--- config.mk ---
export PLATFORM = sky130hd
export DESIGN_NAME = mlc_match
export DESIGN_NICKNAME = d
export VERILOG_FILES = /design/src/design/mlc_pkg.sv /design/src/design/mlc_match.sv
export SDC_FILE = /design/constraint.sdc
export NUM_CORES = 1
export LEC_CHECK = 0
export BUFFER_PORTS_ARGS = -buffer_cell sky130_fd_sc_hd__buf_2
export CORE_AREA = 8 8 343 345
export DETAILED_ROUTE_END_ITERATION = 8
export DIE_AREA = 0 0 351 353
export PLACE_DENSITY = 0.34
export SKIP_LAST_GASP = 1
export SYNTH_ARGS = -nofsm -noshare
export SYNTH_HDL_FRONTEND = slang
export SYNTH_SLANG_ARGS = --single-unit
--- constraint.sdc ---
create_clock -name vclk -period 2.55
set_input_delay 0.255 -clock vclk [all_inputs]
set_output_delay 0.255 -clock vclk [all_outputs]
set_load 0.02 [all_outputs]
--- src/design/mlc_pkg.sv ---
// ----------------------------------------------------------------------------
// mlc_pkg
// Shared constants and operation codes of the method lookup cache.
// ----------------------------------------------------------------------------
`timescale 1ns / 1ps

package mlc_pkg;

    // default geometry
    localparam int DEF_ENTRIES   = 256;
    localparam int DEF_WAYS      = 4;
    localparam int DEF_PTR_WIDTH = 32;

    // fixed port widths
    localparam int FIELD_WIDTH = 32;
    localparam int KIND_WIDTH  = 2;

    // class, selector, code per way
    localparam int ENTRY_FIELDS = 3;

    typedef logic [KIND_WIDTH-1:0] kind_t;

    localparam kind_t KIND_LOOKUP    = kind_t'(0);
    localparam kind_t KIND_INSERT    = kind_t'(1);
    localparam kind_t KIND_INVAL_SEL = kind_t'(2);
    localparam kind_t KIND_FLUSH     = kind_t'(3);

endpackage

--- src/design/mlc_match.sv ---
// ----------------------------------------------------------------------------
// mlc_match
// Way compare and row update for one set: lookup hit, insert, selector kill.
// ----------------------------------------------------------------------------
`timescale 1ns / 1ps

module mlc_match
    import mlc_pkg::*;
#(
    parameter int WAYS      = DEF_WAYS,
    parameter int PTR_WIDTH = DEF_PTR_WIDTH
)
(
    input  kind_t                                     op,
    input  logic [PTR_WIDTH-1:0]                      cls,
    input  logic [PTR_WIDTH-1:0]                      sel,
    input  logic [PTR_WIDTH-1:0]                      code,
    input  logic [WAYS*ENTRY_FIELDS*PTR_WIDTH-1:0]    row_data,
    input  logic [WAYS-1:0]                           row_valid,
    output logic                                      hit,
    output logic [PTR_WIDTH-1:0]                      hit_code,
    output logic [WAYS*ENTRY_FIELDS*PTR_WIDTH-1:0]    wr_data,
    output logic [WAYS-1:0]                           wr_valid
);

    localparam int ENT_W = ENTRY_FIELDS * PTR_WIDTH;

    logic [PTR_WIDTH-1:0] e_code [WAYS];
    logic [PTR_WIDTH-1:0] e_sel  [WAYS];
    logic [PTR_WIDTH-1:0] e_cls  [WAYS];
    logic [WAYS-1:0]      key_eq;
    logic [WAYS-1:0]      kill;
    logic [WAYS-1:0]      free_sel;
    logic                 free_found;
    logic [ENT_W-1:0]     new_entry;

    // way layout: {class, selector, code}
    always_comb
    begin
        for (int w = 0; w < WAYS; w++)
        begin
            e_code[w] = row_data[w*ENT_W +: PTR_WIDTH];
            e_sel[w]  = row_data[w*ENT_W + PTR_WIDTH +: PTR_WIDTH];
            e_cls[w]  = row_data[w*ENT_W + 2*PTR_WIDTH +: PTR_WIDTH];
            key_eq[w] = row_valid[w] && (e_cls[w] == cls) && (e_sel[w] == sel);
            kill[w]   = row_valid[w] && (e_sel[w] == sel);
        end
    end

    // lowest way wins: scan downward, last assignment sticks
    always_comb
    begin
        hit        = 1'b0;
        hit_code   = '0;
        free_found = 1'b0;
        free_sel   = '0;
        for (int w = WAYS - 1; w >= 0; w--)
        begin
            if (key_eq[w])
            begin
                hit      = 1'b1;
                hit_code = e_code[w];
            end
            if (!row_valid[w])
            begin
                free_found = 1'b1;
                free_sel   = WAYS'(1) << w;
            end
        end
    end

    always_comb
    begin
        new_entry = {cls, sel, code};
        wr_data   = row_data;
        wr_valid  = row_valid;
        case (op)
            KIND_INSERT:
            begin
                if (free_found)
                begin
                    for (int w = 0; w < WAYS; w++)
                    begin
                        if (free_sel[w])
                        begin
                            wr_data[w*ENT_W +: ENT_W] = new_entry;
                        end
                    end
                    wr_valid = row_valid | free_sel;
                end
                else
                begin
                    // full set: take way 0, drop the rest
                    wr_data[0 +: ENT_W] = new_entry;
                    wr_valid            = WAYS'(1);
                end
            end
            KIND_INVAL_SEL:
            begin
                wr_valid = row_valid & ~kill;
            end
            default:
            begin
            end
        endcase
    end

endmodule

Yosys cells after proc, flatten, opt, wreduce, memory -nomap -nowiden:

Cells that the tools add are included.

* output and inout port bits: 421
* memory bits (writable): 0
* memories: 0
* bits in latches: 0
* register bits: 0
* bits in read-only memories: 0

* add/subtract/negate cells: 0
* div/mod/pow operators: 0
* $mul: 0
* shift-type cells: 0
* order comparisons: 0
* bitwise gates (word level): 3
* reductions and logical operators: 12
* equality and inequality tests: 10
* multiplexer cells: 25

Operators by type and width (number)
* 2-to-1 mux 96 bit: 5
* 2-to-1 mux 384 bit: 1
* 2-to-1 mux 288 bit: 1
* == test 32 bit: 8
* 2-to-1 mux 32 bit: 4
* 2-to-1 mux 4 bit: 5
* logical AND 1 bit: 12
* 2-to-1 mux 1 bit: 8
* one-hot mux 4 bit (2 select lines): 1
* AND 4 bit: 1
* inverter 4 bit: 1
* OR 4 bit: 1
* == test 2 x 1 -> 1 bit, second input constant: 1
* == test 2 bit, second input constant: 1

Logic depth before layout (Yosys ltp):

* word-level depth: 7
* mapped depth: 9
* mapped depth without buffers: 6

Worst setup path before layout:

No wires, ideal clock.

* path type: input to output
* start point: input sel[3]
* end point: output hit_code[10]
* data required time: 2295 ps
* path slack: -58 ps
* arrival: 2353 ps
* stages: 8
* cell sequence: buf_2 -> xor2_1 -> nor4_2 -> nand4_1 -> nor4_4 -> buf_6 -> o2111ai_1 -> a311oi_1

* word-level cells in the longest chain between the ends: 6
* elaborated cells between the ends (all ways): 12
* classes of those cells: eq/ne (4); mux (4); reduce/logical (4)

RTL lines
* start, declared: RTL line mlc_match.sv:16 `input logic [PTR_WIDTH-1:0] sel,`
* == test 32 bit: RTL line mlc_match.sv:45 `key_eq[w] = row_valid[w] && (e_cls[w] == cls) && (e_sel[w] == sel);`
* logical AND 1 bit: RTL line mlc_match.sv:45
* 2-to-1 mux 32 bit (3 in series): RTL line mlc_match.sv:59 `if (key_eq[w])`
* 2-to-1 mux 32 bit *: RTL line mlc_match.sv:59
* end, declared: RTL line mlc_match.sv:21 `output logic [PTR_WIDTH-1:0] hit_code,`

Mark *: on every way between the ends. The rest lies on a longest branch, timed or not.

Worst setup path after layout:

* start point: input cls[25]
* end point: output hit_code[22]

* word-level cells in the longest chain between the ends: 7
* elaborated cells between the ends (all ways): 16
* classes of those cells: eq/ne (4); mux (4); reduce/logical (8)

RTL lines
* start, declared: RTL line mlc_match.sv:15 `input logic [PTR_WIDTH-1:0] cls,`
* == test 32 bit: RTL line mlc_match.sv:45
* logical AND 1 bit (2 in series): RTL line mlc_match.sv:45
* 2-to-1 mux 32 bit (3 in series): RTL line mlc_match.sv:59
* 2-to-1 mux 32 bit *: RTL line mlc_match.sv:59

Marks and branches as above.

==> summary.md <==
| Metric | Value |
|---|---|
| DRC violations left | `0` |
| Via count | `approximately 14000` |
| Wire length per cell | `~30 µm` |
| Fmax | `0.322 GHz` |
| Final hold slack | `around 870 ps` |
| Starting DRC count in detailed routing | `approximately 680` |
| Net count after synthesis | `around 1600` |
| Failing checks | `negative setup slack` |
| Post-Synthesis Cell Area | `a little over 0.009 mm²` |
| Worst vdd ir | `approximately 0.066 mV` |
| Post-layout util | `0.174` |
| Number of global-route vias before repair | `roughly 15000` |
| Final Hold Viols | `0` |
| Cell taking the most area after synthesis | `mux2_2` |
| Sequential fraction of the synthesis area | `0` |
| # placed instances | `between 3000 and 4000` |
| Slew Viols, Final | `0` |
| Largest net degree at the start of global routing | `between 40 and 50` |
| GRT Total Usage | `0.167` |
| PnR worst setup slack | `-551 ps` |
| Starting density of the core | `0.0831` |
| Most frequent cells in the layout | `843 x buf_2, 384 x mux2_2, 286 x buf_4` |
| Commonest non-fill, non-tap cell in the layout | `buf_2` |
| Nets | `about 2600` |
| Relative slew slack | `0.521` |
| FF+latch count | `0` |
| Synthesis warning total | `0` |
| TNS Setup | `-16490 ps` |
| Global-route wire length before repair | `141 mm` |
| Via density | `3.76` |
| Finished Cell Area | `about 0.02 mm²` |
| Critical path class | `in2out` |
| Clkbuf count | `0` |
| Pre-antenna DRT Iters | `5` |
| Max-cap viol count | `0` |
| Status | `finished with violations` |
| Final setup vio count | `33` |
| Leakage | `a little over 8 nW` |
| Die Y | `between 300 and 400 µm` |
| Worst slew pin tran | `around 720 ps` |
| Worst Path Max Fanout | `7` |
| Initial antenna violation count | `60` |
| Antenna Nets Post-Route | `0` |
| Share of post-route cells with drive strength above 1 | `0.809` |
| Final wirelength | `112 mm` |
| Core area | `0.112 mm²` |
| Power Density | `about 180 mW/mm²` |
| Min-Delay Path Class | `in2out` |
| Pre-CTS setup slack | `-1320 ps` |
| Reg area | `0 µm²` |
| P&R area growth vs syn | `110%` |
| Final period utilization | `1.22` |
| Core Rows | `roughly 120` |
| Placed inst area | `0.0178 mm²` |
| I/O Pins | `907` |
| Synth top area share | `0.465` |
| Non-Filler Instances | `3666` |
| CP Data Arrival Time | `2850 ps` |
| Syn_area_per_cell | `around 8.6 µm²` |
| Hold-fix buffers, CTS | `0` |
| Unrepaired setup endpoints after global routing | `yes` |
| Main area contributors after synthesis | `mux2_2 46%, xnor2_1 17%, xor2_1 7.3%, buf_2 3.3%, nand4_1 3.2%` |
| Grt total ovfl | `0` |
| Power Total | `3.53 mW` |
| Setup crit start kind | `input pin` |
| Filler cells | `about 13000` |
| Required @ worst endpoint | `2300 ps` |
| Die Area | `0.124 mm²` |
| Post-synth cell types | `35` |
| Post-route minimum period | `between 3000 and 4000 ps` |
| Gpl congestion | `0.888` |
| Syn Inst Count | `around 1100` |
| Post-DP HPWL | `between 90 and 100 mm` |
| Critical Path Sink Type | `output pin` |
| Die W | `about 350 µm` |
| Buffers on Ports | `between 900 and 1000` |
## routing by layer
metal  vias to the layer above  GRT usage  part of all wire
met5                         -          0            0.0025
met3                       117     0.0541             0.092
met4                        46     0.0319             0.025
met2                       654      0.285              0.47
met1                      6724      0.205              0.41
li1                       6256          -                 -
## area by class of cell
class	count	area (µm²)	share of cell area
Multi-Input combinational cell	924	9670	0.496
Inverter	6	22.5	0.00116
Timing Repair Buffer	1222	7890	0.405
Antenna cell	14	35.0	0.00180
Tap cell	1500	1880	0.0963
## power breakdown
group          switching (mW)  internal (mW)  leakage (nW)
sequential                  0              0             0
clock                       0    0.000000617     0.0000857
combinational            2.07           1.46          8.28
total                    2.07           1.46          8.28
## timing repair
item / 4_1_cts / 5_1_grt
endpoints found under the setup margin: 35 / 34
pin swaps: 28 / 35
gates resized for setup: 149 / 144
setup buffers: 15 / 5
endpoints found under the hold margin: 0 / 0
cloned: 4 / 2
## synth_stat cells, types with 2 or more instances
library cell and instances:
and3_1 3, a21oi_1 6, ha_1 2, inv_1 6, buf_4 4, clkbuf_1 60
xnor2_1 176, nor4_1 27, a2111oi_0 32, and4_1 2, buf_2 62, nand4_1 48
mux2_2 384, nand2_1 7, clkbuf_4 3, nor2_1 2, nand3_1 41, o2111ai_1 33
a311oi_1 32, nor3_1 38, buf_1 6, xor2_1 78, buf_6 15
## kinds of logic (layout without fill, tap and decap cells)
kind of cell,after synthesis,count (layout),share of synthesized area
other,0,14,0
muxes,384,384,0.465
buffers and inverters,156,1228,0.0862
adders and majority gates,2,2,0.00269
AOI/OAI and AO/OA,109,110,0.0991
and+or+nand+nor,173,173,0.106
xor gates and xnor gates,255,255,0.241
## critical path, stage by stage
cell	delay, ps
buf_2	150
buf_4	150
xor2_1	170
nor4_2	320
nand4_1	160
buf_4	180
nor4_4	330
buf_6	190
buf_12	170
o2111ai_2	170
a311oi_4	380
buf_6	180
## worst paths after layout
check                      from           end  slack, ps  cells after the start
hold / removal    row_data[170]  wr_data[170]        870                      3
setup / recovery        cls[25]  hit_code[22]       -550                     12
No activity file was read; power rests on OpenSTA's default activity.
